### config.mk
export PLATFORM = sky130hd
export DESIGN_NAME = annexb_nal_deframer
export DESIGN_NICKNAME = d
export VERILOG_FILES = /design/src/design/anbd_pkg.sv /design/src/design/annexb_nal_deframer.sv /design/src/design/anbd_step.sv
export SDC_FILE = /design/constraint.sdc
export NUM_CORES = 1
export LEC_CHECK = 0
export BUFFER_PORTS_ARGS = -buffer_cell sky130_fd_sc_hd__clkbuf_2
export CAP_MARGIN = 20
export CORE_AREA = 2 2 93 95
export DETAILED_ROUTE_END_ITERATION = 7
export DIE_AREA = 0 0 95 97
export SYNTH_ARGS = -nofsm -noshare
export SYNTH_HDL_FRONTEND = slang
export SYNTH_SLANG_ARGS = --single-unit
### constraint.sdc
create_clock -name i_clk -period 4.82 [get_ports i_clk]
set_input_delay 0.723 -clock i_clk [delete_from_list [all_inputs] [get_ports i_clk]]
set_output_delay 0.723 -clock i_clk [all_outputs]
set_load 0.01 [all_outputs]
### src/design/anbd_pkg.sv
// shared types and constants for the annex b nal deframer
package anbd_pkg;

    typedef enum logic [1:0] {
        K_PAYLOAD = 2'd0,
        K_HEADER  = 2'd1,
        K_END     = 2'd2,
        K_ERROR   = 2'd3
    } t_kind;

    typedef enum logic [1:0] {
        E_NONE      = 2'd0,
        E_FORBIDDEN = 2'd1,
        E_NOT_ZERO  = 2'd2
    } t_err;

    typedef enum logic [1:0] {
        PH_SEARCH  = 2'd0,
        PH_HEADER  = 2'd1,
        PH_PAYLOAD = 2'd2
    } t_phase;

    localparam int MAX_RESULTS = 4;
    localparam int CNT_W       = $clog2(MAX_RESULTS + 1);
    localparam int IDX_W       = $clog2(MAX_RESULTS);

    localparam logic [7:0] START_BYTE = 8'h01;
    localparam logic [7:0] EPB_BYTE   = 8'h03;
    localparam logic [7:0] NUL_BYTE   = 8'h00;
    localparam logic [1:0] RUN_MAX    = 2'd3;
    localparam logic [1:0] RUN_START  = 2'd2;

    typedef struct packed {
        t_kind       kind;
        logic [7:0]  data;
        logic [1:0]  ref_idc;
        logic [4:0]  unit_type;
        t_err        err;
    } t_result;

    typedef struct packed {
        t_phase      phase;
        logic [1:0]  zero_run;
        logic        in_unit;
    } t_state;

    typedef struct packed {
        t_result [MAX_RESULTS-1:0] items;
        logic [CNT_W-1:0]          count;
    } t_bundle;

endpackage

### src/design/annexb_nal_deframer.sv
// top level of the annex b nal deframer: state, result queue and handshakes
//
// usage
//   input channel: one raw stream byte per transfer on i_data_byte, with
//   i_stream_end high on the last byte of a stream. a transfer happens at a
//   rising edge with i_valid high and o_stall low.
//   output channel: one result per transfer (kind, byte, header fields,
//   error code, last_of_run). a transfer happens with o_valid high and
//   i_stall low. last_of_run marks the final result caused by one byte.
//   latency: results of a byte appear in the cycle after its transfer.
//   throughput: one byte per cycle while each byte causes at most one
//   result and the receiver does not stall; a byte with more results
//   (at most four) holds the input, and the next byte is taken in the
//   cycle its last result leaves. bytes causing no result never hold up input.
//   the per-byte step is one pass of logic between the state registers and
//   the four-entry result register, draining one entry per unstalled cycle.
//   reset (synchronous, active low) returns to start code search with no
//   held zeros, no open unit and an empty result queue.
//   while the receiver stalls, the head result holds and new bytes are
//   stalled while the queue holds any result.
module annexb_nal_deframer
    import anbd_pkg::*;
(
    input  logic        i_clk,
    input  logic        i_rst_n,
    input  logic        i_valid,
    output logic        o_stall,
    input  logic [7:0]  i_data_byte,
    input  logic        i_stream_end,
    output logic        o_valid,
    input  logic        i_stall,
    output logic [1:0]  o_kind,
    output logic [7:0]  o_out_byte,
    output logic [1:0]  o_ref_idc,
    output logic [4:0]  o_unit_type,
    output logic [1:0]  o_error_code,
    output logic        o_last_of_run
);

    t_state                    r_state;
    t_state                    n_state;
    t_result [MAX_RESULTS-1:0] r_items;
    t_result [MAX_RESULTS-1:0] n_items;
    logic [CNT_W-1:0]          r_count;
    logic [CNT_W-1:0]          n_count;
    t_bundle                   w_bundle;
    t_state                    w_step_next;
    logic                      w_in_xfer;
    logic                      w_out_xfer;

    anbd_step u_step (
        .i_state      (r_state),
        .i_data_byte  (i_data_byte),
        .i_stream_end (i_stream_end),
        .o_next       (w_step_next),
        .o_bundle     (w_bundle)
    );

    // output side
    assign o_valid    = (r_count != '0);
    assign w_out_xfer = o_valid && !i_stall;

    // room for a new byte once the queue empties in this cycle
    assign o_stall   = !((r_count == '0) || (r_count == CNT_W'(1) && !i_stall));
    assign w_in_xfer = i_valid && !o_stall;

    always_comb begin
        n_state = r_state;
        n_items = r_items;
        n_count = r_count;
        if (w_out_xfer) begin
            // shift the queue one entry toward the head
            n_items = r_items >> $bits(t_result);
            n_count = r_count - CNT_W'(1);
        end
        if (w_in_xfer) begin
            n_state = w_step_next;
            n_items = w_bundle.items;
            n_count = w_bundle.count;
        end
    end

    always_ff @(posedge i_clk) begin
        if (!i_rst_n) begin
            r_state.phase    <= PH_SEARCH;
            r_state.zero_run <= 2'd0;
            r_state.in_unit  <= 1'b0;
            r_count          <= '0;
        end else begin
            r_state <= n_state;
            r_count <= n_count;
        end
        r_items <= n_items;
    end

    assign o_kind        = r_items[0].kind;
    assign o_out_byte    = r_items[0].data;
    assign o_ref_idc     = r_items[0].ref_idc;
    assign o_unit_type   = r_items[0].unit_type;
    assign o_error_code  = r_items[0].err;
    assign o_last_of_run = (r_count == CNT_W'(1));

    // queue never holds more than one byte's results
    a_count_bound: assert property (@(posedge i_clk) disable iff (!i_rst_n)
        r_count <= CNT_W'(MAX_RESULTS))
        else $error("result queue over capacity");

    // an open unit only exists while payload is being parsed
    a_unit_phase: assert property (@(posedge i_clk) disable iff (!i_rst_n)
        r_state.in_unit |-> r_state.phase == PH_PAYLOAD)
        else $error("open unit outside payload phase");

    // error results always carry a reason
    a_err_code: assert property (@(posedge i_clk) disable iff (!i_rst_n)
        o_valid && o_kind == K_ERROR |-> o_error_code != E_NONE)
        else $error("error result without error code");

    // stalled results stay put until taken
    a_hold: assert property (@(posedge i_clk) disable iff (!i_rst_n)
        o_valid && i_stall |=> o_valid && $stable(r_items[0]) && $stable(r_count))
        else $error("stalled result changed");

    // a stream end byte leaves the block back in search with nothing held
    a_end_reset: assert property (@(posedge i_clk) disable iff (!i_rst_n)
        w_in_xfer && i_stream_end |=>
            r_state.phase == PH_SEARCH && r_state.zero_run == 2'd0 && !r_state.in_unit)
        else $error("state not cleared after stream end");

endmodule

### src/design/anbd_step.sv
// per-byte deframing step: next state and the list of results for one byte
module anbd_step
    import anbd_pkg::*;
(
    input  t_state      i_state,
    input  logic [7:0]  i_data_byte,
    input  logic        i_stream_end,
    output t_state      o_next,
    output t_bundle     o_bundle
);

    function automatic t_result mk(t_kind k, logic [7:0] d, logic [1:0] r,
                                   logic [4:0] t, t_err e);
        t_result x;
        x.kind      = k;
        x.data      = d;
        x.ref_idc   = r;
        x.unit_type = t;
        x.err       = e;
        return x;
    endfunction

    function automatic t_bundle push(t_bundle b, t_result r);
        t_bundle x;
        x = b;
        x.items[b.count[IDX_W-1:0]] = r;
        x.count = b.count + CNT_W'(1);
        return x;
    endfunction

    always_comb begin
        t_state  s;
        t_bundle bd;
        logic [7:0] b;
        s  = i_state;
        bd = '0;
        b  = i_data_byte;
        case (i_state.phase)
            PH_HEADER: begin
                bd = push(bd, mk(K_HEADER, b, b[6:5], b[4:0], E_NONE));
                if (b[7]) begin
                    bd = push(bd, mk(K_ERROR, NUL_BYTE, 2'd0, 5'd0, E_FORBIDDEN));
                end
                s.phase    = PH_PAYLOAD;
                s.in_unit  = 1'b1;
                s.zero_run = 2'd0;
            end
            PH_PAYLOAD: begin
                if (b == NUL_BYTE) begin
                    if (i_state.zero_run != RUN_MAX) begin
                        s.zero_run = i_state.zero_run + 2'd1;
                    end
                end else if (b == START_BYTE && i_state.zero_run >= RUN_START) begin
                    bd = push(bd, mk(K_END, NUL_BYTE, 2'd0, 5'd0, E_NONE));
                    s.in_unit  = 1'b0;
                    s.zero_run = 2'd0;
                    s.phase    = PH_HEADER;
                end else if (i_state.zero_run == RUN_MAX) begin
                    // trailing zeros then junk: close the unit and flag
                    bd = push(bd, mk(K_END, NUL_BYTE, 2'd0, 5'd0, E_NONE));
                    bd = push(bd, mk(K_ERROR, NUL_BYTE, 2'd0, 5'd0, E_NOT_ZERO));
                    s.in_unit  = 1'b0;
                    s.zero_run = 2'd0;
                    s.phase    = PH_SEARCH;
                end else if (b == EPB_BYTE && i_state.zero_run == RUN_START) begin
                    // emulation prevention byte, dropped
                    s.zero_run = 2'd0;
                end else begin
                    // release held zeros, then the byte itself
                    if (i_state.zero_run >= 2'd1) begin
                        bd = push(bd, mk(K_PAYLOAD, NUL_BYTE, 2'd0, 5'd0, E_NONE));
                    end
                    if (i_state.zero_run >= 2'd2) begin
                        bd = push(bd, mk(K_PAYLOAD, NUL_BYTE, 2'd0, 5'd0, E_NONE));
                    end
                    bd = push(bd, mk(K_PAYLOAD, b, 2'd0, 5'd0, E_NONE));
                    s.zero_run = 2'd0;
                end
            end
            default: begin
                s.phase = PH_SEARCH;
                if (b == NUL_BYTE) begin
                    if (i_state.zero_run != RUN_MAX) begin
                        s.zero_run = i_state.zero_run + 2'd1;
                    end
                end else if (b == START_BYTE && i_state.zero_run >= RUN_START) begin
                    s.zero_run = 2'd0;
                    s.phase    = PH_HEADER;
                end else begin
                    bd = push(bd, mk(K_ERROR, NUL_BYTE, 2'd0, 5'd0, E_NOT_ZERO));
                    s.zero_run = 2'd0;
                end
            end
        endcase

        if (i_stream_end) begin
            if (s.in_unit) begin
                bd = push(bd, mk(K_END, NUL_BYTE, 2'd0, 5'd0, E_NONE));
            end
            s.phase    = PH_SEARCH;
            s.zero_run = 2'd0;
            s.in_unit  = 1'b0;
        end

        o_next   = s;
        o_bundle = bd;
    end

endmodule
==> results of run 1 <==
synthesized netlist by cell type (all sizes together), types with 2 or more instances:
cell     number
nor2b         5
edfxtp       49
a211o         4
o21ai        25
and4          2
a21boi        6
a21oi         5
nand3         9
a21o          2
nand2b        7
nor2          8
or3           2
buf          22
dfxtp         8
and2         12
and3          2
a31oi         2
a32o          2
nor3b         2
nor3          5
clkbuf        8
nand2        38
inv           9
nor4          3
a2111oi       2
a22o          7
ha           10
sequential cells by signal (all words and copies together) (netlist names):
| signal | cells |
|---|---|
| r_count | 3 |
| o_unit_type | 5 |
| o_out_byte | 8 |
| o_ref_idc | 2 |
| r_items | 30 |
| o_error_code | 2 |
| o_kind | 2 |
| r_state | 5 |
critical path, stage by stage:
cell and delay, ns:
clkbuf_2 0.13, nor4_4 0.53, nand3_1 0.20, a21o_1 0.23, a21boi_0 0.38, inv_1 0.14
ha_1 0.26, a2111oi_4 0.55, a32o_1 0.27
power by group:
group	switching (mW)	leakage [nW]	internal [mW]
Clock	0.206	0.0822	0.189
Sequential	0.0553	0.559	0.806
Combinational	0.349	0.645	0.193
Total	0.611	1.29	1.19
kinds of logic after synthesis:
kind of cell	Yosys count	synth area share, %
mux	1	0.372
buf+inv	39	7.36
simple gates	100	17.7
fa+ha+maj	10	4.14
compound gates	68	16.4
flops	57	54.0
other cells	1	0.124
final cells by class:
cell class | count | area, um^2
clock buffers | 9 | 124
flip-flops and latches | 57 | 1630
well taps | 105 | 131
inverters | 9 | 33.8
fillers | 796 | 4770
repair buffers | 36 | 185
multi-input cells | 187 | 1200
clock inverters | 7 | 53.8
through the flow:
step / std cells / setup WS, ns / power [mW] / utilization [%]
detailed placement: 394 / 1.28 / 1.42 / 39.1
finish: 410 / 1.59 / 1.80 / 41.3
global route: 410 / 1.19 / 1.93 / 41.3
floorplan: 283 / 1.93 / 1.31 / -
CTS: 410 / 1.63 / 1.82 / 41.3
global placement: 394 / 1.28 / 1.42 / 39.1
worst paths after layout:
kind,startpoint,to,cells after the start
worst max-delay path,i_data_byte[2],r_items[48],9
worst min-delay path,r_state[4],r_state[4],2
worst max register to register,r_state[3],r_items[28],9
worst min register to register,r_state[4],r_state[4],2
metal layers:
metal | up-vias | GRT usage [%] | wire (um)
met3 | 7 | 4.05 | 288
met5 | - | 0 | 0
met1 | 1000 | 21.8 | 3030
met4 | 0 | 4.79 | 93
met2 | 56 | 19.6 | 2640
li1 | 1038 | - | -
==> metrics.txt, run 1 <==
Final Wtd Congestion 0.900; critical path required time 5.02 ns; gr usage total 14.4%; Hold WS 0.502 ns; hold crit path type reg -> reg; CTS Sinks 57; Mean Syn Cell Area 11.0 um^2; Leak 1.29 nW; Chip Width 95 um; Skew-Pair Late Insertion Delay 0.34 ns; # IOs 35; Cell Area, Synth 3020 um^2; Starting Density 37.2%; final worst-path cycle share 67.0%; CTS clk-pin slew, worst paths 0.08 ns; final wirelength 6.06 mm; Final min period 3.23 ns; Die H 97 um; Layout area overhead 11.1%; CTS resizes 0; total congestion overflow 0; maxcap violations 0; status finished clean; DRT Pass-1 Iters 4; commonest cells after routing, fill and taps aside 49 x edfxtp_1, 38 x nand2_1, 34 x clkbuf_2; # DRC 0; # diodes 0; Post-CTS Setup Bufs 0; die area 9220 um^2; Post-CTS Hold Buffers 0; crit path kind in -> reg; row cnt 33; Max Clock Freq 0.310 GHz; Synth Register Bits 57; Worst slew margin 51.3%; post-synthesis cell type count 53; root buf cell clkbuf_8; ranking of synthesized cells by area edfxtp_1 49%, dfxtp_1 5.3%, buf_4 5.0%; Crit. End Element register; Post-synth ARST share 0%; initial antenna violation count 0; layout cells sized above 1 20.3%; Setup Skew 0.00927 ns; CTS max path bufs 2; ys flop type edfxtp_1; total CTS buffers 9; RSZ-0062 raised after global routing false; R2R Setup Slk 1.64 ns; YS warnings 0; Worst setup SP type input port; routed vias/inst 5.12; sequential area share after synthesis 54.0%; Final Hold Fails 0; DP HPWL 4.15 mm; Final Setup Violations 0; dpl cell area 3180 um^2; Post-synth EDFFs 49; Initial DRC Count 144; fin. max-slew vios 0; setup_tns 0 ns; IO buf count 34; TritonCTS clock tree done; Design Area, Final 3360 um^2; post-route ant nets 0; Synth top area share 48.7%; Syn Inst Count 276; cell taking the most area after synthesis edfxtp_1; vias in the first global route 2012; fin nets 323; core area 8130 um^2; H-tree levels 3; largest net degree at the start of global routing 47; Avg WL per Cell 14.8 um; commonest non-fill, non-tap cell in the layout edfxtp_1; largest fanout on the critical path 8; vias 2101; Worst Tran Pin Value 0.727 ns; PD cells 536 nW/um^2; Critical Path AT 3.43 ns; Peak VDD IR 0.169 mV; first-pass GRT wire length 10.2 mm
(Power assumes the default switching activity.)
==> inputs of run 2 (changes only) <==
Clock period 4.82 ns to 2.6 ns, I/O delays scaled along.
==> metrics.txt, run 2 (synthesis results as in run 1) <==
# diodes 0; # IOs 35; root buf cell clkbuf_8; reg2reg path depth 11; Die H 97 um; maxcap violations 0; Hold WS 0.383 ns; Peak VDD IR 0.357 mV; CTS Sinks 57; Avg WL per Cell 15.1 um; RR Startpoint r_state[3]; largest net degree at the start of global routing 50; post-route ant nets 0; Skew-Pair Late Insertion Delay 0.35 ns; Leak 1.54 nW; crit path kind reg -> reg; Comb power frac 29.7%; first-pass GRT wire length 11.0 mm; largest fanout on the critical path 8; Critical Path AT 2.72 ns; commonest cells after routing, fill and taps aside 49 x edfxtp_1, 40 x buf_4, 38 x nand2_1; vias in the first global route 2183; Net Sw Frac 31.4%; fin nets 363; Largest Register r_items; fin. max-slew vios 0; core area 8130 um^2; # DRC 0; DRT Pass-1 Iters 4; final worst-path cycle share 96.7%; total congestion overflow 0; TritonCTS clock tree done; worst r2r dst r_items[33]; layout cells sized above 1 35.1%; IO buf count 34; FILL cells 759; Final Wtd Congestion 0.895; Sequential Power Share 42.7%; worst hold path depth 2; worst hold endpoint r_count[2]; max reg flops 30; Internal Pwr Total 2.55 mW; Initial DRC Count 151; initial antenna violation count 0; R2R Setup Slk 0.08 ns; Crit. End Element register; dpl cell area 3490 um^2; vias 2264; status finished clean; critical path required time 2.81 ns; Chip Width 95 um; Final min period 2.52 ns; Max Clock Freq 0.398 GHz; dpl cells 433; Starting Density 37.2%; routed vias/inst 5.03; hold crit path type in -> reg; final wirelength 6.80 mm; Worst setup SP type register; Final Hold Fails 0; commonest non-fill, non-tap cell in the layout edfxtp_1; die area 9220 um^2; PD cells 966 nW/um^2; Hold Path Origin i_rst_n; Final Setup Violations 0; CP startpoint r_state[3]; Setup Skew 0.0124 ns; gr usage total 15.8%; DP HPWL 4.58 mm; Final Non-Filler Cells 450; Design Area, Final 3850 um^2; CTS max path bufs 2; Clk network pwr share 27.7%; CTS clk-pin slew, worst paths 0.07 ns; row cnt 33; H-tree levels 3; Post-CTS Hold Buffers 0; total CTS buffers 9; Layout area overhead 27.4%; net switching power 1.17 mW
-- run 2: cell count changes in the layout (fill, tap and decap cells not counted), sizes merged --
cell,delta
buf,+40
bufinv,+3
clkinvlp,-2
clkbuf,+1
clkinv,-1
inv,-1
-- run 2: worst max path at each step --
stage,to,slack [ns],cells after the start
after floorplan,r_items[47],0.01,9
after global placement,r_items[47],-0.40,12
after detailed placement,r_items[48],-0.40,12
final,r_items[33],0.08,11
after global routing,r_items[32],-0.01,11
after CTS,r_items[47],-0.01,10
-- run 2: power groups by stage --
stage / clock network [mW] / registers, mW / logic, mW
2_1_floorplan: 0 / 1.59 / 0.837
3_3_place_gp: 0 / 1.60 / 1.04
3_5_place_dp: 0 / 1.61 / 1.06
4_1_cts: 1.05 / 1.59 / 1.07
5_1_grt: 1.10 / 1.63 / 1.24
6_report: 1.03 / 1.59 / 1.10
-- run 2: timing repair --
| item | in CTS | in global routing |
|---|---|---|
| pin swaps | 3 | 9 |
| setup buffers | 1 | 0 |
| setup endpoints to repair | 27 | 18 |
| resized for setup | 11 | 23 |
-- run 2: layer usage --
metal  routed length, um  GRT usage (%)
met5                   0              0
met2                3020           21.5
met4                 131           7.25
met3                 318           4.36
met1                3330           22.9
-- run 2: cell type report --
type | instances | area (um^2) | area share [%]
Sequential cell | 57 | 1630 | 42.4
Multi-Input combinational cell | 187 | 1310 | 34.0
Timing Repair Buffer | 76 | 502 | 13.0
Tap cell | 105 | 131 | 3.41
Clock buffer | 10 | 128 | 3.31
Clock inverter | 6 | 115 | 2.99
Inverter | 9 | 36.3 | 0.942
-- run 2: stage by stage --
step	setup WS [ns]	total power [mW]	TNS [ns]	util [%]
after CTS	-0.0140	3.71	-0.0236	46.5
after global placement	-0.397	2.64	-6.55	42.9
after global routing	-0.0118	3.96	-0.0252	47.4
final	0.0849	3.72	0	47.4
after floorplan	0.0120	2.42	0	-
after detailed placement	-0.401	2.67	-7.40	42.9
-- run 2: worst max-delay path, stage by stage, from the launching register on --
cell and delay (ns):
dfxtp_2 0.32, inv_1 0.06, ha_4 0.24, buf_4 0.17
inv_4 0.08, o32ai_2 0.09, a2111oi_4 0.39, buf_4 0.21
inv_1 0.06, ha_2 0.20, a211o_4 0.41, o21ai_2 0.15
